### src/hw/rtl/dqrm_pkg.sv
// ----------------------------------------------------------------------------
// dqrm_pkg
// Shared types and constants of the dns query/response matcher.
// ----------------------------------------------------------------------------
package dqrm_pkg;

    // default ring size
    localparam int TABLE_ENTRIES_DEF = 64;

    // widths fixed by the packet fields
    localparam int ADDR_W   = 32;
    localparam int QID_W    = 16;
    localparam int TIME_W   = 64;
    localparam int ANS_W    = 16;
    localparam int RCODE_W  = 4;
    localparam int STATUS_W = 2;
    localparam int SLOT_W   = 6;
    localparam int LAT_W    = 32;

    // result status codes
    localparam logic [STATUS_W-1:0] ST_QUERY_NEW      = 2'd0;
    localparam logic [STATUS_W-1:0] ST_QUERY_REPLACED = 2'd1;
    localparam logic [STATUS_W-1:0] ST_MATCHED        = 2'd2;
    localparam logic [STATUS_W-1:0] ST_UNKNOWN        = 2'd3;

    // packet kinds
    localparam logic CMD_QUERY    = 1'b0;
    localparam logic CMD_RESPONSE = 1'b1;

    // one stored query
    typedef struct packed {
        logic [ADDR_W-1:0] client;
        logic [ADDR_W-1:0] server;
        logic [QID_W-1:0]  qid;
        logic [TIME_W-1:0] send_time;
    } entry_t;

    // control sequencer states
    typedef enum logic [1:0] {
        S_IDLE,
        S_SEARCH,
        S_LATENCY
    } ctrl_state_t;

endpackage

### src/hw/rtl/dqrm_ctrl.sv
// ----------------------------------------------------------------------------
// dqrm_ctrl
// Ring pointer, newest-first search sequencer and result registers.
// ----------------------------------------------------------------------------
module dqrm_ctrl
    import dqrm_pkg::*;
#(
    parameter int TABLE_ENTRIES = TABLE_ENTRIES_DEF,
    parameter int IDX_W         = $clog2(TABLE_ENTRIES)
)
(
    input  logic                clk,
    input  logic                rst_n,
    input  logic                start,
    output logic                busy,
    input  logic                command,
    input  logic [ADDR_W-1:0]   src_addr,
    input  logic [ADDR_W-1:0]   dst_addr,
    input  logic [QID_W-1:0]    query_id,
    input  logic [TIME_W-1:0]   timestamp_us,
    input  logic [ANS_W-1:0]    answer_count,
    input  logic [RCODE_W-1:0]  rcode,
    output logic                done,
    output logic [STATUS_W-1:0] status,
    output logic [SLOT_W-1:0]   slot,
    output logic [LAT_W-1:0]    latency_us,
    output logic                answer_good,
    // table ports
    output logic                tbl_we,
    output logic [IDX_W-1:0]    tbl_waddr,
    output entry_t              tbl_wdata,
    output logic [IDX_W-1:0]    tbl_raddr,
    input  entry_t              tbl_rdata
);

    localparam int               CNT_W = IDX_W + 1;
    localparam logic [IDX_W-1:0] LAST  = IDX_W'(TABLE_ENTRIES - 1);

    // control state
    ctrl_state_t         state_reg, state_next;
    logic [IDX_W-1:0]    wp_reg, wp_next;
    logic                full_reg, full_next;
    logic [IDX_W-1:0]    cur_reg, cur_next;
    logic [CNT_W-1:0]    remain_reg, remain_next;
    logic                done_reg, done_next;

    // payload
    logic [ADDR_W-1:0]   key_src_reg, key_src_next;
    logic [ADDR_W-1:0]   key_dst_reg, key_dst_next;
    logic [QID_W-1:0]    key_qid_reg, key_qid_next;
    logic [TIME_W-1:0]   key_ts_reg, key_ts_next;
    logic                key_good_reg, key_good_next;
    logic [TIME_W-1:0]   send_reg, send_next;
    logic [IDX_W-1:0]    midx_reg, midx_next;
    logic [STATUS_W-1:0] status_reg, status_next;
    logic [SLOT_W-1:0]   slot_reg, slot_next;
    logic [LAT_W-1:0]    lat_reg, lat_next;
    logic                good_reg, good_next;

    logic                accept;
    logic [CNT_W-1:0]    fill_count;
    logic                hit;
    logic [TIME_W:0]     diff;

    // ring step back by one
    function automatic logic [IDX_W-1:0] prev_idx(input logic [IDX_W-1:0] a);
        logic [IDX_W-1:0] r;
        r = (a == '0) ? LAST : a - 1'b1;
        return r;
    endfunction

    // low bits of an index for the slot field
    function automatic logic [SLOT_W-1:0] slot_of(input logic [IDX_W-1:0] a);
        logic [IDX_W+SLOT_W-1:0] ext;
        ext = {{SLOT_W{1'b0}}, a};
        return ext[SLOT_W-1:0];
    endfunction

    assign accept     = start && (state_reg == S_IDLE);
    assign busy       = (state_reg != S_IDLE);
    assign fill_count = full_reg ? CNT_W'(TABLE_ENTRIES) : {1'b0, wp_reg};

    // entry compare, client against destination, server against source and query id
    assign hit = (tbl_rdata.client == key_dst_reg) &&
                 (tbl_rdata.server == key_src_reg) &&
                 (tbl_rdata.qid == key_qid_reg);

    // table access
    assign tbl_we    = accept && (command == CMD_QUERY);
    assign tbl_waddr = wp_reg;
    assign tbl_wdata = '{client: src_addr, server: dst_addr, qid: query_id,
                         send_time: timestamp_us};
    assign tbl_raddr = (state_reg == S_IDLE) ? prev_idx(wp_reg) : prev_idx(cur_reg);

    // latency with borrow
    assign diff = {1'b0, key_ts_reg} - {1'b0, send_reg};

    // next state
    always_comb
    begin
        state_next = state_reg;
        case (state_reg)
            S_IDLE:
            begin
                if (accept && (command == CMD_RESPONSE) && (fill_count != '0))
                begin
                    state_next = S_SEARCH;
                end
            end
            S_SEARCH:
            begin
                if (hit)
                begin
                    state_next = S_LATENCY;
                end
                else if (remain_reg == '0)
                begin
                    state_next = S_IDLE;
                end
            end
            S_LATENCY:
            begin
                state_next = S_IDLE;
            end
            default:
            begin
                state_next = S_IDLE;
            end
        endcase
    end

    // datapath and result words
    always_comb
    begin
        wp_next       = wp_reg;
        full_next     = full_reg;
        cur_next      = cur_reg;
        remain_next   = remain_reg;
        done_next     = 1'b0;
        key_src_next  = key_src_reg;
        key_dst_next  = key_dst_reg;
        key_qid_next  = key_qid_reg;
        key_ts_next   = key_ts_reg;
        key_good_next = key_good_reg;
        send_next     = send_reg;
        midx_next     = midx_reg;
        status_next   = status_reg;
        slot_next     = slot_reg;
        lat_next      = lat_reg;
        good_next     = good_reg;
        case (state_reg)
            S_IDLE:
            begin
                if (accept && (command == CMD_QUERY))
                begin
                    // store query at the ring pointer
                    done_next   = 1'b1;
                    status_next = full_reg ? ST_QUERY_REPLACED : ST_QUERY_NEW;
                    slot_next   = slot_of(wp_reg);
                    lat_next    = '0;
                    good_next   = 1'b0;
                    if (wp_reg == LAST)
                    begin
                        wp_next   = '0;
                        full_next = 1'b1;
                    end
                    else
                    begin
                        wp_next = wp_reg + 1'b1;
                    end
                end
                else if (accept)
                begin
                    key_src_next  = src_addr;
                    key_dst_next  = dst_addr;
                    key_qid_next  = query_id;
                    key_ts_next   = timestamp_us;
                    key_good_next = (answer_count != '0) && (rcode == '0);
                    cur_next      = prev_idx(wp_reg);
                    remain_next   = fill_count - 1'b1;
                    if (fill_count == '0)
                    begin
                        // empty table
                        done_next   = 1'b1;
                        status_next = ST_UNKNOWN;
                        slot_next   = '0;
                        lat_next    = '0;
                        good_next   = 1'b0;
                    end
                end
            end
            S_SEARCH:
            begin
                if (hit)
                begin
                    send_next = tbl_rdata.send_time;
                    midx_next = cur_reg;
                end
                else if (remain_reg == '0)
                begin
                    done_next   = 1'b1;
                    status_next = ST_UNKNOWN;
                    slot_next   = '0;
                    lat_next    = '0;
                    good_next   = 1'b0;
                end
                else
                begin
                    cur_next    = prev_idx(cur_reg);
                    remain_next = remain_reg - 1'b1;
                end
            end
            S_LATENCY:
            begin
                done_next   = 1'b1;
                status_next = ST_MATCHED;
                slot_next   = slot_of(midx_reg);
                good_next   = key_good_reg;
                if (diff[TIME_W])
                begin
                    lat_next = '0;
                end
                else if (|diff[TIME_W-1:LAT_W])
                begin
                    lat_next = '1;
                end
                else
                begin
                    lat_next = diff[LAT_W-1:0];
                end
            end
            default:
            begin
                done_next = 1'b0;
            end
        endcase
    end

    // control registers
    always_ff @(posedge clk or negedge rst_n)
    begin
        if (!rst_n)
        begin
            state_reg  <= S_IDLE;
            wp_reg     <= '0;
            full_reg   <= 1'b0;
            cur_reg    <= '0;
            remain_reg <= '0;
            done_reg   <= 1'b0;
        end
        else
        begin
            state_reg  <= state_next;
            wp_reg     <= wp_next;
            full_reg   <= full_next;
            cur_reg    <= cur_next;
            remain_reg <= remain_next;
            done_reg   <= done_next;
        end
    end

    // payload registers
    always_ff @(posedge clk)
    begin
        key_src_reg  <= key_src_next;
        key_dst_reg  <= key_dst_next;
        key_qid_reg  <= key_qid_next;
        key_ts_reg   <= key_ts_next;
        key_good_reg <= key_good_next;
        send_reg     <= send_next;
        midx_reg     <= midx_next;
        status_reg   <= status_next;
        slot_reg     <= slot_next;
        lat_reg      <= lat_next;
        good_reg     <= good_next;
    end

    assign done        = done_reg;
    assign status      = status_reg;
    assign slot        = slot_reg;
    assign latency_us  = lat_reg;
    assign answer_good = good_reg;

endmodule

### config.mk
export PLATFORM = sky130hd
export DESIGN_NAME = dqrm_ctrl
export DESIGN_NICKNAME = d
export VERILOG_FILES = /design/src/hw/rtl/dqrm_pkg.sv /design/src/hw/rtl/dqrm_ctrl.sv
export SDC_FILE = /design/constraint.sdc
export NUM_CORES = 1
export LEC_CHECK = 0
export ABC_AREA = 1
export BUFFER_PORTS_ARGS = -buffer_cell sky130_fd_sc_hd__buf_4
export CORE_UTILIZATION = 42
export CTS_CLUSTER_SIZE = 20
export DETAILED_ROUTE_END_ITERATION = 6
export PLACE_DENSITY = 0.77
export SYNTH_ARGS = -nofsm -noshare
export SYNTH_HDL_FRONTEND = slang
export SYNTH_SLANG_ARGS = --single-unit
### constraint.sdc
create_clock -name clk -period 10.6 [get_ports clk]
set_clock_uncertainty 0.15 [all_clocks]
set_input_delay 1.59 -clock clk [delete_from_list [all_inputs] [get_ports clk]]
set_output_delay 1.59 -clock clk [all_outputs]
set_load 0.02 [all_outputs]
==> run_results.csv, run 1 <==
group,metric,value,unit
timing,drv_slew,0,
place,routabilityCongestion,0.966,
synth,synth_top_area_share,0.424,
layout,nFillCells,3975,
synth,synth_edf_count,256,
layout,register_area,8260,sq um
timing,setup_viol,0,
global_route,grt_pass1_vias,15300,
detailed_routing,wl,63500,um
clocking,cts_buffers,34,
synth,avgSynthCellArea,8.13,sq um
timing,maxSlewHeadroom,0.267,
place,port_buffers,511,
synth,syn_area,18100,sq um
synth,ys_types,46,
clocking,cts_tree,"built",
clocking,cts_setup_buffers,0,
layout,nets,3012,
detailed_routing,drt-initial-drc-count,1088,
clocking,clk_pin_slew,60,ps
power_and_ir_drop,pwr_density_cell,173,nW/um^2
clocking,cts_sinks,279,
die,core,42200,sq um
place,dp.final_hpwl,53500,um
layout,drive_gt1_frac,0.246,
power_and_ir_drop,internal_power,2.54,mW
critical_path,r2r-start,"key_src_reg[27]$_DFFE_PP_",
power_and_ir_drop,p_sw,1.37,mW
synth,synthCells,2229,
die,pin_count,512,
power_and_ir_drop,p_leak,11.3,nW
clocking,clockBufferDepth,3,
clocking,clk_latency,560,ps
timing,period_minus_slack,4900,ps
critical_path,reg2reg_slack,6360,ps
synth,synth_most_common_cell,"nand2_1",
critical_path,cp-start-kind,"input pin",
critical_path,endpoint_kind,"flip-flop",
detailed_routing,antenna_left,0,
die,fp.dieW,210,um
die,rows,75,
worst_hold_path,hp-start,"cur_reg[0]$_DFFE_PN0P_",
detailed_routing,routedWlPerCell,19.9,um
outcome,status,"completed",
critical_path,critPathLaunch,"tbl_rdata[107]",
critical_path,arrival,4990,ps
layout,fin_area,22600,sq um
power_and_ir_drop,power_frac_clock,0.293,
synth,synth_seq_cells,279,
clocking,cts_hold_buf,0,
place,dp.cells,3128,
synth,yosysTopAreaCell,"edfxtp_1",
critical_path,required,10690,ps
timing,max_freq,204,MHz
global_route,grt_max_degree,75,
synth,synth.top_cells.by_count,"689 x nand2_1, 449 x inv_1, 256 x edfxtp_1, 144 x buf_4, 126 x nor2_1",
synth,synthTopCellsByArea,"edfxtp_1 42%, nand2_1 14%, inv_1 9.3%, buf_4 6.0%, ha_1 5.1%",
clocking,h-tree-depth,2,
timing,worstMarginPinSlew,1100,ps
timing,setup_tns,0,ps
synth,syn_nets,2616,
timing,rsz0062_at_grt,"false",
synth,async_reset_ff_frac,0.0824,
layout,final_cell_count_no_fill,3187,
power_and_ir_drop,ir_drop,0.000162,V
run,cap_violations,0,
global_route,grt-ovfl-total,0,
critical_path,critical_path.max_fanout,71,
clocking,post_cts_resized,0,
die,dieArea,44000,sq um
die,fp.dieH,210,um
detailed_routing,dr.pass1.iters,6,
timing,finalHoldViolations,0,
worst_hold_path,hp-class,"flip-flop to flip-flop",
die,start_util,0.429,
power_and_ir_drop,power_frac_comb,0.323,
power_and_ir_drop,seqPwrFrac,0.384,
global_route,grtUsageTotal,0.287,
detailed_routing,viasPerCell,4.87,
detailed_routing,vias,15500,
global_route,grt_pass1_wl,92500,um
power_and_ir_drop,switching_share,0.350,
layout,area_delta_synth_final,24.7,%
global_route,antenna_found_initial,4,
detailed_routing,drcViolationCount,0,
clocking,clock-root-buffer,"clkbuf_16",
timing,timing.final.crit_share,0.462,
layout,multi_input_area,6980,sq um
critical_path,worstSetupPathType,"input pin to flip-flop",
synth,ys_seq_area_frac,0.456,
synth,yosysWarningCount,0,
place,place_area,21500,sq um
synth,synth_ff_type,"edfxtp_1",
==> path summary, 6_finish.rpt <==
check,endpoint,cells after the start
max,latency_us[21]$_SDFFCE_PP0P_,12
min,midx_reg[0]$_DFFE_PP_,0
max reg2reg,latency_us[21]$_SDFFCE_PP0P_,11
min reg2reg,midx_reg[0]$_DFFE_PP_,0
max in group asynchronous,remain_reg[5]$_DFFE_PN0P_,1
min in group asynchronous,cur_reg[5]$_DFFE_PN0P_,1
==> worst max-delay path, cell delays in order <==
cell and delay (ps):
buf_4 110, xor2_1 170, nor4_1 570, nand4_1 270, nor3_1 230, nand2_1 80
nor2_1 300, nand2_1 160, inv_2 70, buf_4 700, nor3_2 310, buf_4 360
==> metrics by stage <==
step / hold WS, ps / total power [mW] / worst slack [ps] / utilization
4_1_cts: 336 / 3.93 / 5750 / 0.535
5_1_grt: 361 / 4.09 / 5510 / 0.535
3_5_place_dp: 332 / 2.77 / 5180 / 0.510
3_3_place_gp: 309 / 2.76 / 5160 / 0.510
2_1_floorplan: 297 / 2.27 / 1390 / -
6_report: 340 / 3.90 / 5700 / 0.535
==> cell type report <==
cell class,count,share of cell area
Timing Repair Buffer,516,0.171
Multi-Input combinational cell,1334,0.309
Inverter,460,0.0764
Sequential cell,279,0.366
Antenna cell,1,0.000111
Tap cell,539,0.0298
Clock buffer,39,0.0385
Clock inverter,19,0.00963
==> power groups by stage <==
stage / combinational, mW / sequential [mW] / clock, mW
finish: 1.26 / 1.50 / 1.15
CTS: 1.26 / 1.50 / 1.17
global placement: 1.24 / 1.52 / 0
detailed placement: 1.25 / 1.52 / 0
floorplan: 0.659 / 1.61 / 0
global route: 1.37 / 1.51 / 1.21
==> placed cells by master, fill, tap and decap left out, types with 3 or more instances in the layout <==
cell type   Yosys  layout
a21oi_1        51      51
a21oi_2        30      30
a22o_1          5       5
a22oi_1         3       3
and3_1          3       3
buf_4         144     516
bufinv_16       0       3
clkbuf_1        6       5
clkbuf_16       0      34
clkinv_1        0       6
clkinv_2        0       3
clkinvlp_4      0       3
dfrtp_1        23      23
edfxtp_1      256     256
ha_1           74      74
inv_1         449     448
inv_2          11      12
nand2_1       689     689
nand2_2        14      14
nand3_1        66      66
nand4_1        26      26
nor2_1        126     125
nor2_2         16      16
nor2_4          2       3
nor3_1         19      18
nor3_2          4       5
nor4_1         19      19
o21ai_0        52      52
o21bai_1        3       3
o22ai_1        11      11
or2_2           3       3
xnor2_1        64      64
xor2_1         33      33
==> cell families (layout without fill, tap and decap cells) <==
kind of cell / Yosys count / in the layout / synth area share
xor gates and xnor gates: 97 / 97 / 0.0469
adders and majority gates: 75 / 75 / 0.0522
AOI/OAI and AO/OA: 163 / 163 / 0.0552
DFF: 279 / 279 / 0.456
other: 0 / 1 / 0
buffers and inverters: 616 / 1034 / 0.160
and+or+nand+nor: 999 / 999 / 0.230
==> metal layers <==
metal  part of all wire  global-route usage  routed length [um]  vias up
li1                   -                   -                   -     7658
met1               0.40               0.337               25600     7282
met2               0.51               0.520               32200      478
met3              0.058              0.0546                3670       86
met4              0.031              0.0967                1990        2
met5            0.00024                   0                  15        -
(Power assumes the default switching activity.)
==> run 2: changes to the inputs <==
ABC_AREA = 0   (was 1)
PLACE_DENSITY = 0.8   (was 0.77)
clock period = 4.5 ns   (was 10.6 ns; I/O delays follow)
==> run_results.csv, run 2 <==
group,metric,value,unit
critical_path,path_buf_inv,4,
global_route,grt_pass1_wl,77100,um
timing,worstMarginPinSlew,863,ps
detailed_routing,drt-initial-drc-count,819,
die,core,38600,sq um
place,place_ws,-206,ps
power_and_ir_drop,pwr_density_cell,420,nW/um^2
synth,synth_top_area_share,0.469,
synth,synth_most_common_cell,"edfxtp_1",
synth,synth.top_cells.by_count,"256 x edfxtp_1, 144 x buf_4, 110 x nand2_1, 96 x a21oi_1, 89 x inv_1",
layout,final_cell_count_no_fill,2502,
run,cap_violations,0,
die,pin_count,512,
critical_path,worstSetupPathType,"flip-flop to flip-flop",
critical_path,required,4670,ps
global_route,grt_max_degree,146,
place,port_buffers,511,
critical_path,critPathTopFamily,"simple AND/OR/NAND/NOR gates",
place,dp.final_hpwl,43100,um
clocking,h-tree-depth,1,
synth,ys_seq_area_frac,0.504,
timing,setup_viol,0,
timing,drv_slew,0,
detailed_routing,wl,53700,um
die,start_util,0.425,
synth,avgSynthCellArea,10.8,sq um
clocking,clk_pin_slew,60,ps
global_route,grtUsageTotal,0.261,
detailed_routing,routedWlPerCell,21.5,um
detailed_routing,vias,13200,
synth,ys_types,78,
synth,yosysWarningCount,0,
power_and_ir_drop,ir_drop,0.000315,V
power_and_ir_drop,p_leak,9.01,nW
clocking,clk_latency,580,ps
synth,synthCells,1515,
critical_path,critical_path.max_fanout,8,
place,dp.cells,2426,
synth,synthMuxAreaShare,0.00511,
synth,synth_top_family_by_area,"compound AO/OA/AOI/OAI gates",
global_route,grt-ovfl-total,0,
detailed_routing,dr.pass1.iters,5,
critical_path,cpMostUsedCell,"buf_4",
synth,synth_fa_ha_area_frac,0.0577,
worst_hold_path,hp-class,"input pin to flip-flop",
timing,timing.final.crit_share,0.983,
detailed_routing,drcViolationCount,0,
layout,final_util,0.568,
layout,nFillCells,3283,
synth,synth-compound-area-share,0.142,
timing,finalHoldViolations,0,
critical_path,worstPathCellList,"ha_4, buf_4, nand2_1, o21ba_2, a32oi_1, o211ai_1, or4_1, or4_4, a2111oi_4, nand4_1, nor4_2, nand3_1, nor4_4, buf_4, buf_6, buf_12, a21oi_1",
timing,max_freq,226,MHz
critical_path,arrival,4590,ps
clocking,clock-root-buffer,"clkbuf_16",
clocking,clockBufferDepth,3,
synth,synth_edf_count,256,
synth,synth_ff_type,"edfxtp_1",
synth,async_reset_ff_frac,0.0824,
timing,period_minus_slack,4420,ps
synth,synth-simple-area-share,0.116,
critical_path,cpMaxStageDelayCell,"or4_4",
die,rows,72,
critical_path,endpoint_kind,"flip-flop",
synth,synth_seq_cells,279,
layout,area_delta_synth_final,33.5,%
place,routabilityCongestion,0.949,
synth,syn_area,16400,sq um
global_route,antenna_found_initial,7,
global_route,grt_pass1_vias,13100,
die,fp.dieW,200,um
die,fp.dieH,200,um
power_and_ir_drop,p_total,9.19,mW
synth,yosysTopAreaCell,"edfxtp_1",
layout,multi_input_area,6840,sq um
clocking,cts_tree,"built",
layout,nets,2340,
synth,synthTopCellsByArea,"edfxtp_1 47%, buf_4 6.6%, ha_1 5.6%, xor2_1 4.1%, dfrtp_1 3.5%",
detailed_routing,antenna_left,0,
synth,synth-xor-area-share,0.0732,
timing,fin_ws,76.6,ps
synth,syn_nets,1902,
critical_path,cp-start-kind,"flip-flop",
detailed_routing,viasPerCell,5.27,
clocking,cts_buffers,31,
clocking,cts_sinks,279,
layout,layout_commonest_cell,"buf_4",
layout,most-common-layout-cells,"594 x buf_4, 256 x edfxtp_1, 108 x nand2_1, 87 x inv_1, 80 x a21oi_1",
layout,register_area,8260,sq um
timing,maxSlewHeadroom,0.424,
critical_path,slowest_delay,560,ps
outcome,status,"completed",
layout,drive_gt1_frac,0.385,
die,dieArea,39800,sq um
[run 2: cell type report]
cell class | instances | area share
diodes | 7 | 0.000800
clock buffers | 35 | 0.0366
clock inverters | 22 | 0.0160
inverters | 89 | 0.0154
multi-input cells | 948 | 0.312
flip-flops and latches | 279 | 0.377
well taps | 518 | 0.0296
repair buffers | 604 | 0.212
[run 2: power by group]
part           total [mW]  switching, mW  internal (mW)
Sequential           3.48          0.224           3.26
Clock                2.85           1.06           1.79
Combinational        2.85           1.69           1.16
Total                9.19           2.97           6.22
[run 2: worst paths after layout]
path,startpoint,to,slack [ps],cells past startpoint
worst max-delay path,key_ts_reg[34]$_DFFE_PP_,latency_us[0]$_SDFFCE_PP0P_,80,17
worst min-delay path,tbl_rdata[23],send_reg[23]$_DFFE_PP_,120,1
worst max register to register,key_ts_reg[34]$_DFFE_PP_,latency_us[0]$_SDFFCE_PP0P_,80,17
worst min register to register,remain_reg[1]$_DFFE_PN0P_,remain_reg[1]$_DFFE_PN0P_,360,2
max in group asynchronous,rst_n,remain_reg[5]$_DFFE_PN0P_,3500,2
min in group asynchronous,rst_n,full_reg$_DFFE_PN0P_,410,2
[run 2: through the flow]
stage                     hold WS (ps)  instance area, sq um  TNS (ps)
final                              123                 21900         0
after floorplan                    229                 16400         0
after detailed placement           355                 20200     -6030
after global routing              97.4                 21900      -585
after CTS                         96.1                 21600         0
after global placement             340                 20200     -3050
[run 2: per-layer routing]
layer,up-vias,track usage,routed length (um)
li1,6270,-,-
met1,6373,0.300,20300
met2,469,0.472,28000
met3,85,0.0473,3050
met4,0,0.109,2400
met5,-,0,0
[run 2: kinds of logic (layout without fill, tap and decap cells)]
logic type / count (synthesis) / count (layout)
buffers and inverters: 288 / 750
other: 0 / 7
flip-flops: 279 / 279
adder cells (fa/ha/maj): 75 / 75
multiplexers: 8 / 8
AO/OA/AOI/OAI: 352 / 352
XOR/XNOR: 137 / 137
AND/OR/NAND/NOR: 376 / 376
[run 2: repair_timing]
action,in CTS,in global routing
endpoints found under the hold margin,23,0
setup endpoints to repair,32,32
setup buffers,4,5
resized for setup,19,49
pin swaps,10,20
cloned,2,1
hold buffers,1,0
